[config.mk]
export PLATFORM = sky130hd
export DESIGN_NAME = unicode_transcoder
export DESIGN_NICKNAME = d
export VERILOG_FILES = /design/src/rtl/utr_pkg.sv /design/src/rtl/utr_decode.sv /design/src/rtl/unicode_transcoder.sv
export SDC_FILE = /design/constraint.sdc
export NUM_CORES = 1
export LEC_CHECK = 0
export ABC_CLOCK_PERIOD_IN_PS = 8500
export BUFFER_PORTS_ARGS = -buffer_cell sky130_fd_sc_hd__buf_2
export CAP_MARGIN = 20
export CORE_MARGIN = 5
export CORE_UTILIZATION = 40
export CTS_CLUSTER_DIAMETER = 100
export CTS_CLUSTER_SIZE = 25
export DETAILED_ROUTE_END_ITERATION = 10
export PLACE_DENSITY_LB_ADDON = 0.15
export SYNTH_ARGS = -nofsm -noshare
export SYNTH_HDL_FRONTEND = slang
export SYNTH_HIERARCHICAL = 1
export SYNTH_SLANG_ARGS = --single-unit
[constraint.sdc]
create_clock -name i_clk -period 8.5 [get_ports i_clk]
set_clock_uncertainty 0.15 [all_clocks]
set_input_delay 1.275 -clock i_clk [delete_from_list [all_inputs] [get_ports i_clk]]
set_output_delay 1.275 -clock i_clk [all_outputs]
set_load 0.02 [all_outputs]
[src/rtl/utr_pkg.sv]
`timescale 1ns / 1ps

package utr_pkg;

    // encoding codes (6 and 7 fall back to ISO-8859-1)
    localparam logic [2:0] FMT_UTF8    = 3'd0;
    localparam logic [2:0] FMT_UTF16LE = 3'd1;
    localparam logic [2:0] FMT_UTF16BE = 3'd2;
    localparam logic [2:0] FMT_UTF32LE = 3'd3;
    localparam logic [2:0] FMT_UTF32BE = 3'd4;
    localparam logic [2:0] FMT_LATIN1  = 3'd5;

    // result status codes
    localparam logic [2:0] ST_OK         = 3'd0;
    localparam logic [2:0] ST_BAD_LEAD   = 3'd1;
    localparam logic [2:0] ST_TRUNC      = 3'd2;
    localparam logic [2:0] ST_BAD_CP     = 3'd3;
    localparam logic [2:0] ST_LONE_LEAD  = 3'd4;
    localparam logic [2:0] ST_LONE_TRAIL = 3'd5;
    localparam logic [2:0] ST_UNENC      = 3'd6;
    localparam logic [2:0] ST_TAIL       = 3'd7;

    // configuration register indexes
    localparam int unsigned CFG_IDX_W = 2;
    localparam logic [CFG_IDX_W-1:0] REG_SRC_FMT = 2'd0;
    localparam logic [CFG_IDX_W-1:0] REG_DST_FMT = 2'd1;
    localparam logic [CFG_IDX_W-1:0] REG_STRICT  = 2'd2;

    localparam int unsigned MAX_RES = 8;

    localparam logic [20:0] CP_REPL    = 21'h00FFFD;
    localparam logic [20:0] CP_MAX     = 21'h10FFFF;
    localparam logic [20:0] CP_SUPP    = 21'h010000;
    localparam logic [7:0]  LATIN1_SUB = 8'h3F;

    typedef struct packed {
        logic [2:0] src;
        logic [2:0] dst;
        logic       strict;
    } t_cfg;

    // one encoded code point or status: up to four words sharing flag and status
    typedef struct packed {
        logic [3:0][7:0] b;
        logic            vld;
        logic [2:0]      st;
        logic [2:0]      n;
    } t_evt;

    typedef struct packed {
        logic [7:0] ob;
        logic       vld;
        logic [2:0] st;
    } t_res;

    // all results of one source byte
    typedef struct packed {
        t_res [MAX_RES-1:0] ent;
        logic [3:0]         n;
    } t_run;

    function automatic logic cp_ok(input logic [20:0] cp);
        return (cp <= CP_MAX) && ((cp < 21'h00D800) || (cp > 21'h00DFFF));
    endfunction

    function automatic t_evt encode_evt(
        input logic [20:0] cp,
        input logic [2:0]  st,
        input logic [2:0]  df,
        input logic        strict,
        input logic        stat_only
    );
        t_evt        e;
        logic [19:0] c;
        logic [15:0] u0;
        logic [15:0] u1;
        e     = '0;
        c     = 20'(cp - CP_SUPP);
        u0    = cp[15:0];
        u1    = '0;
        e.vld = 1'b1;
        e.st  = st;
        if (stat_only) begin
            e.vld = 1'b0;
            e.n   = 3'd1;
        end else begin
            unique case (df)
                FMT_UTF8: begin
                    if (cp < 21'h80) begin
                        e.b[0] = cp[7:0];
                        e.n    = 3'd1;
                    end else if (cp < 21'h800) begin
                        e.b[0] = {3'b110, cp[10:6]};
                        e.b[1] = {2'b10, cp[5:0]};
                        e.n    = 3'd2;
                    end else if (cp < CP_SUPP) begin
                        e.b[0] = {4'b1110, cp[15:12]};
                        e.b[1] = {2'b10, cp[11:6]};
                        e.b[2] = {2'b10, cp[5:0]};
                        e.n    = 3'd3;
                    end else begin
                        e.b[0] = {5'b11110, cp[20:18]};
                        e.b[1] = {2'b10, cp[17:12]};
                        e.b[2] = {2'b10, cp[11:6]};
                        e.b[3] = {2'b10, cp[5:0]};
                        e.n    = 3'd4;
                    end
                end
                FMT_UTF16LE, FMT_UTF16BE: begin
                    if (cp >= CP_SUPP) begin
                        u0  = 16'hD800 | {6'b0, c[19:10]};
                        u1  = 16'hDC00 | {6'b0, c[9:0]};
                        e.n = 3'd4;
                    end else begin
                        e.n = 3'd2;
                    end
                    if (df == FMT_UTF16LE) begin
                        e.b[0] = u0[7:0];
                        e.b[1] = u0[15:8];
                        e.b[2] = u1[7:0];
                        e.b[3] = u1[15:8];
                    end else begin
                        e.b[0] = u0[15:8];
                        e.b[1] = u0[7:0];
                        e.b[2] = u1[15:8];
                        e.b[3] = u1[7:0];
                    end
                end
                FMT_UTF32LE: begin
                    e.b[0] = cp[7:0];
                    e.b[1] = cp[15:8];
                    e.b[2] = {3'b0, cp[20:16]};
                    e.b[3] = 8'h00;
                    e.n    = 3'd4;
                end
                FMT_UTF32BE: begin
                    e.b[0] = 8'h00;
                    e.b[1] = {3'b0, cp[20:16]};
                    e.b[2] = cp[15:8];
                    e.b[3] = cp[7:0];
                    e.n    = 3'd4;
                end
                default: begin
                    e.n = 3'd1;
                    if (cp > 21'h0000FF) begin
                        if (st != ST_OK) begin
                            e.b[0] = LATIN1_SUB;
                        end else if (strict) begin
                            e.vld = 1'b0;
                            e.st  = ST_UNENC;
                        end else begin
                            e.b[0] = LATIN1_SUB;
                            e.st   = ST_UNENC;
                        end
                    end else begin
                        e.b[0] = cp[7:0];
                    end
                end
            endcase
        end
        return e;
    endfunction

endpackage

[src/rtl/utr_decode.sv]
`timescale 1ns / 1ps

// Decoder state plus the single-pass decode/encode of one source byte.
// o_run is combinational from the state and the offered byte; it is
// meaningful in the cycle the byte is accepted.
module utr_decode (
    input  logic          i_clk,
    input  logic          i_rst_n,
    input  utr_pkg::t_cfg i_cfg,
    input  logic          i_clear,
    input  logic          i_accept,
    input  logic [7:0]    i_byte,
    input  logic          i_eos,
    output utr_pkg::t_run o_run
);
    import utr_pkg::*;

    logic [23:0] r_unit, n_unit;
    logic [2:0]  r_cnt,  n_cnt;
    logic [1:0]  r_rem,  n_rem;
    logic [1:0]  r_tot,  n_tot;
    logic [14:0] r_part, n_part;
    logic [9:0]  r_held, n_held;
    logic        r_lp,   n_lp;

    logic [31:0] x_ub;
    logic [2:0]  x_cnt;
    logic [15:0] v16;
    logic [31:0] v32;
    logic        ld_ascii;
    logic [1:0]  ld_tot;
    logic [14:0] ld_part;
    logic        cont;
    logic [20:0] p;
    logic [20:0] minv;
    logic        is_lead;
    logic        is_trail;

    logic        a_en;
    logic [2:0]  a_st;
    logic        b_en;
    logic [20:0] b_cp;
    logic [2:0]  b_st;
    logic        b_fail;
    logic        tail;

    t_evt        a_evt;
    t_evt        b_evt;
    logic [3:0]  na;
    logic [3:0]  nb;
    logic [3:0]  ntot;

    always_comb begin
        x_ub     = {r_unit, i_byte};
        x_cnt    = r_cnt + 3'd1;
        v16      = (i_cfg.src == FMT_UTF16LE) ? {x_ub[7:0], x_ub[15:8]} : x_ub[15:0];
        v32      = (i_cfg.src == FMT_UTF32LE) ?
                   {x_ub[7:0], x_ub[15:8], x_ub[23:16], x_ub[31:24]} : x_ub;
        is_lead  = (v16[15:10] == 6'b110110);
        is_trail = (v16[15:10] == 6'b110111);
        cont     = (i_byte[7:6] == 2'b10);
        p        = {r_part, i_byte[5:0]};
        ld_ascii = ~i_byte[7];
        ld_tot   = 2'd0;
        ld_part  = '0;
        if (i_byte[7:5] == 3'b110) begin
            ld_tot  = 2'd1;
            ld_part = {10'b0, i_byte[4:0]};
        end else if (i_byte[7:4] == 4'b1110) begin
            ld_tot  = 2'd2;
            ld_part = {11'b0, i_byte[3:0]};
        end else if (i_byte[7:3] == 5'b11110) begin
            ld_tot  = 2'd3;
            ld_part = {12'b0, i_byte[2:0]};
        end
        unique case (r_tot)
            2'd1:    minv = 21'h000080;
            2'd2:    minv = 21'h000800;
            default: minv = CP_SUPP;
        endcase
    end

    always_comb begin
        n_unit = r_unit;
        n_cnt  = r_cnt;
        n_rem  = r_rem;
        n_tot  = r_tot;
        n_part = r_part;
        n_held = r_held;
        n_lp   = r_lp;
        a_en   = 1'b0;
        a_st   = ST_OK;
        b_en   = 1'b0;
        b_cp   = '0;
        b_st   = ST_OK;
        b_fail = 1'b0;
        unique case (i_cfg.src)
            FMT_UTF8: begin
                if (r_rem == 2'd0 || !cont) begin
                    // a byte that breaks a sequence restarts as a lead
                    if (r_rem != 2'd0) begin
                        a_en = 1'b1;
                        a_st = ST_TRUNC;
                    end
                    n_rem  = 2'd0;
                    n_tot  = 2'd0;
                    n_part = '0;
                    if (ld_ascii) begin
                        b_en = 1'b1;
                        b_cp = {13'b0, i_byte};
                    end else if (ld_tot == 2'd0) begin
                        b_en   = 1'b1;
                        b_fail = 1'b1;
                        b_st   = ST_BAD_LEAD;
                    end else begin
                        n_tot  = ld_tot;
                        n_rem  = ld_tot;
                        n_part = ld_part;
                    end
                end else begin
                    n_rem  = r_rem - 2'd1;
                    n_part = p[14:0];
                    if (r_rem == 2'd1) begin
                        n_tot  = 2'd0;
                        n_part = '0;
                        b_en   = 1'b1;
                        if (p < minv || !cp_ok(p)) begin
                            b_fail = 1'b1;
                            b_st   = ST_BAD_CP;
                        end else begin
                            b_cp = p;
                        end
                    end
                end
            end
            FMT_UTF16LE, FMT_UTF16BE: begin
                n_unit = x_ub[23:0];
                n_cnt  = x_cnt;
                if (x_cnt == 3'd2) begin
                    n_unit = '0;
                    n_cnt  = '0;
                    if (r_lp && is_trail) begin
                        n_lp   = 1'b0;
                        n_held = '0;
                        b_en   = 1'b1;
                        b_cp   = {1'b0, r_held, v16[9:0]} + CP_SUPP;
                    end else begin
                        if (r_lp) begin
                            a_en   = 1'b1;
                            a_st   = ST_LONE_LEAD;
                            n_lp   = 1'b0;
                            n_held = '0;
                        end
                        if (is_lead) begin
                            n_lp   = 1'b1;
                            n_held = v16[9:0];
                        end else if (is_trail) begin
                            b_en   = 1'b1;
                            b_fail = 1'b1;
                            b_st   = ST_LONE_TRAIL;
                        end else begin
                            b_en = 1'b1;
                            b_cp = {5'b0, v16};
                        end
                    end
                end
            end
            FMT_UTF32LE, FMT_UTF32BE: begin
                n_unit = x_ub[23:0];
                n_cnt  = x_cnt;
                if (x_cnt == 3'd4) begin
                    n_unit = '0;
                    n_cnt  = '0;
                    b_en   = 1'b1;
                    if (v32[31:21] != 11'b0 || !cp_ok(v32[20:0])) begin
                        b_fail = 1'b1;
                        b_st   = ST_BAD_CP;
                    end else begin
                        b_cp = v32[20:0];
                    end
                end
            end
            default: begin
                b_en = 1'b1;
                b_cp = {13'b0, i_byte};
            end
        endcase
        // end of stream: report and drop anything still pending
        tail = i_eos && (n_rem != 2'd0 || n_cnt != 3'd0 || n_lp);
        if (i_eos) begin
            n_unit = '0;
            n_cnt  = '0;
            n_rem  = '0;
            n_tot  = '0;
            n_part = '0;
            n_held = '0;
            n_lp   = 1'b0;
        end
    end

    always_comb begin
        a_evt = encode_evt(CP_REPL, a_st, i_cfg.dst, i_cfg.strict, i_cfg.strict);
        b_evt = encode_evt(b_fail ? CP_REPL : b_cp, b_st, i_cfg.dst, i_cfg.strict,
                           b_fail & i_cfg.strict);
        na    = a_en ? {1'b0, a_evt.n} : 4'd0;
        nb    = b_en ? {1'b0, b_evt.n} : 4'd0;
        ntot  = na + nb + {3'b0, tail};
        o_run.n = (ntot > 4'(MAX_RES)) ? 4'(MAX_RES) : ntot;
        for (int k = 0; k < MAX_RES; k++) begin
            logic [3:0] kk;
            logic [3:0] kb;
            kk = 4'(k);
            kb = kk - na;
            if (kk < na) begin
                o_run.ent[k] = '{ob: a_evt.b[kk[1:0]], vld: a_evt.vld, st: a_evt.st};
            end else if (kk < na + nb) begin
                o_run.ent[k] = '{ob: b_evt.b[kb[1:0]], vld: b_evt.vld, st: b_evt.st};
            end else begin
                o_run.ent[k] = '{ob: 8'h00, vld: 1'b0, st: ST_TAIL};
            end
        end
    end

    always_ff @(posedge i_clk) begin
        if (!i_rst_n || i_clear) begin
            r_unit <= '0;
            r_cnt  <= '0;
            r_rem  <= '0;
            r_tot  <= '0;
            r_part <= '0;
            r_held <= '0;
            r_lp   <= 1'b0;
        end else if (i_accept) begin
            r_unit <= n_unit;
            r_cnt  <= n_cnt;
            r_rem  <= n_rem;
            r_tot  <= n_tot;
            r_part <= n_part;
            r_held <= n_held;
            r_lp   <= n_lp;
        end
    end

endmodule

[src/rtl/unicode_transcoder.sv]
`timescale 1ns / 1ps

// Channel  Dir  Handshake                   Payload
// s_axis   in   s_axis_tvalid/tready        tdata = source byte, tlast = end of stream
// m_axis   out  m_axis_tvalid/tready        tdata = destination byte, tuser = flag+status,
//                                           tlast = last word caused by one source byte
// cfg      in   i_cfg_we (no wait)          i_cfg_idx, i_cfg_data
//
// Cycles: a byte is decoded and encoded in the cycle it is taken; its 0 to 8 words
//   go to the output run register (pending run register if that is busy) and leave
//   one per cycle while m_axis_tready is high; one-word bytes run at one byte a cycle.
// Stalls: tready drops only while the pending run is full; one byte's run can wait there.
// Reset: synchronous, active low; clears decoder state, config (UTF-8 to UTF-8,
//   lenient) and both run registers. A config write to a defined index clears decoder state.
module unicode_transcoder (
    input  logic                           i_clk,
    input  logic                           i_rst_n,
    // cfg write port
    input  logic                           i_cfg_we,
    input  logic [utr_pkg::CFG_IDX_W-1:0]  i_cfg_idx,
    input  logic [2:0]                     i_cfg_data,
    // source bytes
    input  logic                           s_axis_tvalid,
    output logic                           s_axis_tready,
    input  logic [7:0]                     s_axis_tdata,   // [7:0] in_byte
    input  logic                           s_axis_tlast,   // end_of_stream
    // destination words
    output logic                           m_axis_tvalid,
    input  logic                           m_axis_tready,
    output logic [7:0]                     m_axis_tdata,   // [7:0] out_byte
    output logic [3:0]                     m_axis_tuser,   // [0] byte_valid, [3:1] status
    output logic                           m_axis_tlast    // run_last
);
    import utr_pkg::*;

    t_cfg       r_cfg;
    logic       cfg_clear;
    logic       accept;
    t_run       dec_run;
    logic       dec_words;

    t_run       r_pend;
    logic       r_pend_vld;
    t_run       r_run;
    logic       r_run_vld;
    logic [2:0] r_idx;

    logic       out_fire;
    logic       out_last;
    logic       run_free;
    t_res       cur;

    // any write to a defined register flushes partial sequences
    assign cfg_clear = i_cfg_we && (i_cfg_idx == REG_SRC_FMT || i_cfg_idx == REG_DST_FMT ||
                                    i_cfg_idx == REG_STRICT);

    always_ff @(posedge i_clk) begin
        if (!i_rst_n) begin
            r_cfg <= '0;
        end else if (i_cfg_we) begin
            unique case (i_cfg_idx)
                REG_SRC_FMT: r_cfg.src    <= i_cfg_data;
                REG_DST_FMT: r_cfg.dst    <= i_cfg_data;
                REG_STRICT:  r_cfg.strict <= i_cfg_data[0];
                default:     ;
            endcase
        end
    end

    assign s_axis_tready = ~r_pend_vld;
    assign accept        = s_axis_tvalid & s_axis_tready;

    utr_decode u_dec (
        .i_clk    (i_clk),
        .i_rst_n  (i_rst_n),
        .i_cfg    (r_cfg),
        .i_clear  (cfg_clear),
        .i_accept (accept),
        .i_byte   (s_axis_tdata),
        .i_eos    (s_axis_tlast),
        .o_run    (dec_run)
    );

    assign dec_words = (dec_run.n != 4'd0);

    assign out_fire = r_run_vld & m_axis_tready;
    assign out_last = ({1'b0, r_idx} == (r_run.n - 4'd1));
    // output run register can take a new run this cycle
    assign run_free = ~r_run_vld | (out_fire & out_last);

    always_ff @(posedge i_clk) begin
        if (!i_rst_n) begin
            r_pend_vld <= 1'b0;
            r_run_vld  <= 1'b0;
            r_idx      <= '0;
        end else begin
            // a fresh run skips the pending register when the output run frees up
            r_pend_vld <= r_pend_vld ? ~run_free : (accept & dec_words & ~run_free);
            if (run_free) begin
                r_run_vld <= r_pend_vld | (accept & dec_words);
                r_idx     <= '0;
            end else if (out_fire) begin
                r_idx <= r_idx + 3'd1;
            end
        end
    end

    always_ff @(posedge i_clk) begin
        if (accept && !run_free) begin
            r_pend <= dec_run;
        end
        if (run_free) begin
            r_run <= r_pend_vld ? r_pend : dec_run;
        end
    end

    assign cur           = r_run.ent[r_idx];
    assign m_axis_tvalid = r_run_vld;
    assign m_axis_tdata  = cur.ob;
    assign m_axis_tuser  = {cur.st, cur.vld};
    assign m_axis_tlast  = out_last;

endmodule

After elaboration in Yosys (flattened, before gate mapping)
Index checks and enable logic that the tools add are counted.
W data, S select, Z words.
{ "word_totals": {"regBits": 269, "in_bits": 19, "output_inout_bits": 15, "word_cells": 379} }
{ "op_classes": {"n_addsub": 16, "order_cmp": 38, "n_eq_ne": 22, "muxes": 176, "bitwise_logic": 12, "n_reduce_logical": 52} }
{ "op_table": {"columns": ["op", "n"], "rows": [
  ["$mux W12", 18],
  ["$pmux W24 S4", 2],
  ["$mux W21", 9],
  ["$bmux W8 S2", 8],
  ["$mux W32", 4],
  ["$mux W15", 8],
  ["$mux W100", 1],
  ["$mux W16", 6],
  ["$mux W24", 4],
  ["$mux W8", 12],
  ["$mux W3", 27],
  ["$mux W10", 7],
  ["$pmux W8 S4", 2],
  ["$pmux W21 S3", 1],
  ["$pmux W24 S2", 1],
  ["$gt A21 B16 Y1 const B", 2],
  ["$le A21 B21 Y1 const B", 2],
  ["$lt A21 B16 Y1 const B", 2],
  ["$bmux W12 S3", 1],
  ["$pmux W17 S2", 1],
  ["$mux W1", 33],
  ["$mux W2", 15],
  ["$pmux W3 S3", 3],
  ["$lt A2 B3 Y1 const B", 8],
  ["56 further kinds", 139]
]} }

Logic depth before layout (Yosys ltp)
{ "depth": {"depth_word": 26, "depth_mapped": 27, "ltp_nobuf": 24} }

Cells and area by module
Netlist, hierarchy kept.
{ "modules_own_cells": {"columns": ["module", "n_inst", "cells_per_inst", "area_each_um2", "seq_area_each_um2"], "rows": [
  ["unicode_transcoder", 1, 421, 8613.3, 6246.0],
  ["utr_decode", 1, 1193, 8096.5, 1141.1]
]} }

Worst setup path before layout
OpenSTA, ideal clock, no wires.
{ "synth_timing": {"kind": "input-to-reg", "startpoint": "in s_axis_tvalid", "endpoint": "reg r_pend[0] (netlist name) (enable)", "setup_time_ns": 0.592, "arrival_ns": 6.334, "required_ns": 7.758, "setup_slack_ns": 1.424, "stages": 3, "path_cell_list": "nor2b_1 -> nand2_1 -> a21oi_1"} }
{ "synth_via": {"elab_chain_cells": 2} }
{ "synth_rtl": {"columns": ["item", "line", "rtl"], "rows": [
  ["start: declaration", "unicode_transcoder.sv:23", "input logic s_axis_tvalid,"],
  ["$and A1 B1 Y1", "unicode_transcoder.sv:71", "assign accept = s_axis_tvalid & s_axis_tready;"],
  ["$logic_and A1 B1 Y1", "unicode_transcoder.sv:109", "if (accept && !run_free) begin"],
  ["end signal: assignment", "unicode_transcoder.sv:110", "r_pend <= dec_run;"],
  ["end: declaration", "unicode_transcoder.sv:42", "t_run r_pend;"]
]} }
No other way between the ends.
A chain may end at the register's enable or synchronous reset.

==> flow_summary_export.csv <==
group,metric,value,unit
worst_setup_path,critical_path_s_top_delay_family,"simple AND/OR/NAND/NOR gates",
drt,route.final.wire_length,55600,µm
finish,flow.area_growth_from_synthesis,6.02,%
power,p_leak,6.10,nW
yosys,synth_cell_types,120,
yosys,synth-xor-area-share,0.577,%
die,effective_utilization_at_floorplan,40.6,%
yosys,synth_edf_count,200,
die,die_w,214,µm
worst_setup_path,timing.critical_path.slowest_cell_delay,0.74,ns
cts,worstSkewPairLatency,0.51,ns
sta,max_freq,0.139,GHz
die,core_area,0.0411,mm²
global_routing,antenna_found_initial,0,
cts,clk_pin_slew,0.11,ns
sta,setup_total_negative_slack,0,ns
global_routing,grt_overall_usage,23.2,%
yosys,seq_area_frac_synth,44.2,%
hold_path,hp-class,"flop to flop",
sta,post-route-period-util,84.5,%
finish,layout.filler_cells,3923,
yosys,synth_largest_type_area_fraction,35.9,%
worst_setup_path,cell_with_the_largest_stage_delay_on_the_worst_path,"sky130_fd_sc_hd__nand3b_1",
placed_design,gp_congestion,0.987,
finish,drive_gt1_share,17.3,%
drt,drt_iter0_markers,1479,
drt,drt-pass1-iter-count,6,
yosys,synth-main-ff-cell,"sky130_fd_sc_hd__edfxtp_1",
power,powerDensity,186,mW/mm²
placed_design,placed_cells,2102,
worst_setup_path,endpoint_kind,"flop",
cts,h-tree-depth,1,
worst_setup_path,setup.worst_path.class,"flop to flop",
cts,cts-buffers-inserted,15,
die,floorplan.die_area,0.0460,mm²
worst_setup_path,critPathLaunchType,"flop",
placed_design,numPortBuffers,33,
sta,timing_max_transition_violations_final,0,
sta,setup-violations-final,0,
placed_design,hpwlAfterDp,41300,µm
drt,post-route-drc-count,0,
yosys,netlist_area,0.0167,mm²
die,boundaryPins,34,
cts,cts_root_buf,"sky130_fd_sc_hd__clkbuf_16",
yosys,syn-num-nets,1653,
yosys,netlist_top_cells_area,"sky130_fd_sc_hd__edfxtp_1, sky130_fd_sc_hd__dfxtp_1, sky130_fd_sc_hd__mux2_2",
sta,grt_setup_unrepaired,"no",
yosys,synth.yosys.warnings,6,
sta,worst_pin_slew,1.07,ns
drt,routedWlPerCell,26.2,µm
global_routing,pin_count_of_the_biggest_net_entering_global_routing,65,
worst_setup_path,worst-endpoint-required,8.72,ns
cts,cts_tree,"yes",
sta,finalHoldViolCount,0,
power,worst_ir_drop_vdd,0.151,mV
die,num_rows,74,
yosys,synth_mux_area_share,13.6,%
cts,cts_num_sinks,269,
finish,layout.nets,1626,
drt,via_count,13600,
yosys,yosys.area_share.adder,1.54,%
yosys,postSynthAreaPerCell,10.4,µm²
yosys,synth_compound_gate_area_share,20.3,%
finish,num_antenna_cells,0,
status,status,"complete, no violations",
global_routing,grt_pass1_vias,12900,
worst_setup_path,critical_path.max_fanout,21,
sta,fin_worst_hold_slack,0.354,ns
worst_setup_path,arrival_time_reported_for_the_critical_path_endpoint,7.40,ns
global_routing,grt_first_pass_wirelength,84300,µm
cts,cts.repair.resized,0,
yosys,combinational_family_with_the_most_area_after_synthesis,"compound AO/OA/AOI/OAI gates",
yosys,asyncSetResetFlopFracSynth,0,%
yosys,netlist.top_cell.by_area,"sky130_fd_sc_hd__edfxtp_1",
cts,post_cts_repair_timing_setup_buffer_count,0,
worst_setup_path,critical_path_buf_inv_count,1,
sta,final.min_clock_period,7.18,ns
yosys,synthSimpleGateAreaFrac,15.8,%
cts,cts-root-to-sink-buffers,3,
global_routing,gr-total-overflow,0,
finish,stdcell_count,2123,
die,die_y,214,µm
worst_setup_path,worstPathCellList,"nand3b_1 > nor4_1 > a21oi_1 > nand3_2 > o221ai_1 > nor4_4 > and2_1 > o211ai_1 > a21boi_0 > ha_1 > inv_1 > fa_1 > xor2_1 > nor2_1 > nand2_1 > xnor2_1 > nor2_1 > or4_1 > a21oi_1 > nor2b_1 > a311oi_1",
yosys,synth-seq-cells,269,
cts,post_cts_hold_buffer_count,0,
yosys,post_synth_inst_count,1614,
run,timing.max_cap.violations,0,
drt,detail_route.vias_per_cell,6.42,
sta,slew-limit-headroom,28.2,%
drt,postRouteAntennaNets,0,
==> cell usage in the layout (no fill, tap or decap), types with 16 or more instances in the layout <==
cell	n
sky130_fd_sc_hd__mux2_2	117
sky130_fd_sc_hd__a211oi_1	21
sky130_fd_sc_hd__buf_4	30
sky130_fd_sc_hd__nor3_1	26
sky130_fd_sc_hd__ha_1	19
sky130_fd_sc_hd__inv_1	29
sky130_fd_sc_hd__o31ai_1	16
sky130_fd_sc_hd__a31oi_1	17
sky130_fd_sc_hd__buf_2	34
sky130_fd_sc_hd__edfxtp_1	200
sky130_fd_sc_hd__mux2i_1	32
sky130_fd_sc_hd__nor2_1	165
sky130_fd_sc_hd__nand3_1	27
sky130_fd_sc_hd__o21ai_1	17
sky130_fd_sc_hd__a21oi_1	81
sky130_fd_sc_hd__dfxtp_1	67
sky130_fd_sc_hd__nand2_1	171
sky130_fd_sc_hd__o211ai_1	22
sky130_fd_sc_hd__o21ai_0	84
sky130_fd_sc_hd__mux4_1	23
sky130_fd_sc_hd__a22oi_1	60
==> cells in the mapped netlist, types with 14 or more instances <==
cell                       instances
sky130_fd_sc_hd__a211oi_1         21
sky130_fd_sc_hd__nand3_1          27
sky130_fd_sc_hd__ha_1             19
sky130_fd_sc_hd__o21ai_1          17
sky130_fd_sc_hd__o21ai_0          84
sky130_fd_sc_hd__a21oi_1          82
sky130_fd_sc_hd__mux4_1           23
sky130_fd_sc_hd__clkbuf_1         58
sky130_fd_sc_hd__nand2_1         171
sky130_fd_sc_hd__a31oi_1          17
sky130_fd_sc_hd__nor3_1           26
sky130_fd_sc_hd__edfxtp_1        200
sky130_fd_sc_hd__a22oi_1          60
sky130_fd_sc_hd__buf_2            31
sky130_fd_sc_hd__mux2_2          117
sky130_fd_sc_hd__dfxtp_1          69
sky130_fd_sc_hd__nor4_1           15
sky130_fd_sc_hd__inv_1            29
sky130_fd_sc_hd__nor2_1          165
sky130_fd_sc_hd__o22ai_1          15
sky130_fd_sc_hd__and2_1           15
sky130_fd_sc_hd__o211ai_1         22
sky130_fd_sc_hd__a21o_1           14
sky130_fd_sc_hd__mux2i_1          32
sky130_fd_sc_hd__o31ai_1          17
==> layer usage <==
metal	GRT usage (%)	part of all wire [%]	up-vias
li1	-	-	6172
met1	34.5	46	6808
met2	35.8	45	555
met3	2.88	6.5	105
met4	6.79	3.0	0
met5	0	0	-
==> through the flow <==
stage / setup slack [ns] / util, % / total power (W) / instance area, µm²
after floorplan: 1.42 / - / 0.00229 / 16700
after global placement: 1.31 / 42.1 / 0.00253 / 17300
after detailed placement: 1.16 / 42.1 / 0.00254 / 17300
after CTS: 1.39 / 43.1 / 0.00332 / 17700
after global routing: 0.523 / 43.1 / 0.00344 / 17700
final: 1.32 / 43.1 / 0.00329 / 17700
==> area by class of cell <==
class	instances	area, µm²	area share (%)
multi-input cells	1205	8720	49.2
clock buffers	18	387	2.18
inverters	32	120	0.678
flip-flops and latches	269	7390	41.7
repair buffers	64	395	2.23
clock inverters	3	37.5	0.212
well taps	532	666	3.76
==> state kept, by name, indices dropped and copies added, names as in the netlist <==
name	flops
u_dec/r_unit	24
r_pend	100
r_pend_vld	1
r_idx	3
u_dec/r_lp	1
u_dec/r_part	15
u_dec/r_tot	2
u_dec/r_cnt	3
u_dec/r_held	10
r_run	100
m_axis_tvalid	1
r_cfg	7
u_dec/r_rem	2
==> worst paths after layout <==
kind / from / depth (start not counted) / end / slack [ns]
max reg2reg: r_cfg[5]$_SDFFE_PN0P_ / 21 / m_axis_tvalid$_SDFFE_PN0P_ / 1.32
min reg2reg: u_dec/r_part[3]$_SDFFE_PP0P_ / 2 / u_dec/r_part[3]$_SDFFE_PP0P_ / 0.35
min: u_dec/r_part[3]$_SDFFE_PP0P_ / 2 / u_dec/r_part[3]$_SDFFE_PP0P_ / 0.35
max: r_cfg[5]$_SDFFE_PN0P_ / 21 / m_axis_tvalid$_SDFFE_PN0P_ / 1.32
==> kinds of logic after synthesis <==
kind of cell / Yosys count
buffers and inverters: 140
flip-flops: 269
AO/OA/AOI/OAI: 469
XOR/XNOR: 11
adder cells (fa/ha/maj): 20
AND/OR/NAND/NOR: 531
multiplexers: 174
==> worst min-delay path: stages, from the launching register on <==
cell	delay, ns
sky130_fd_sc_hd__dfxtp_1	0.35
sky130_fd_sc_hd__nand2_1	0.06
sky130_fd_sc_hd__a21oi_1	0.05
==> report_power, final <==
| part | internal [W] | switching (W) | leakage (nW) |
|---|---|---|---|
| combinational | 0.000280 | 0.000498 | 3.43 |
| clock | 0.000335 | 0.000446 | 0.207 |
| sequential | 0.00167 | 0.0000635 | 2.47 |
Power figures use the tool's default switching activity.
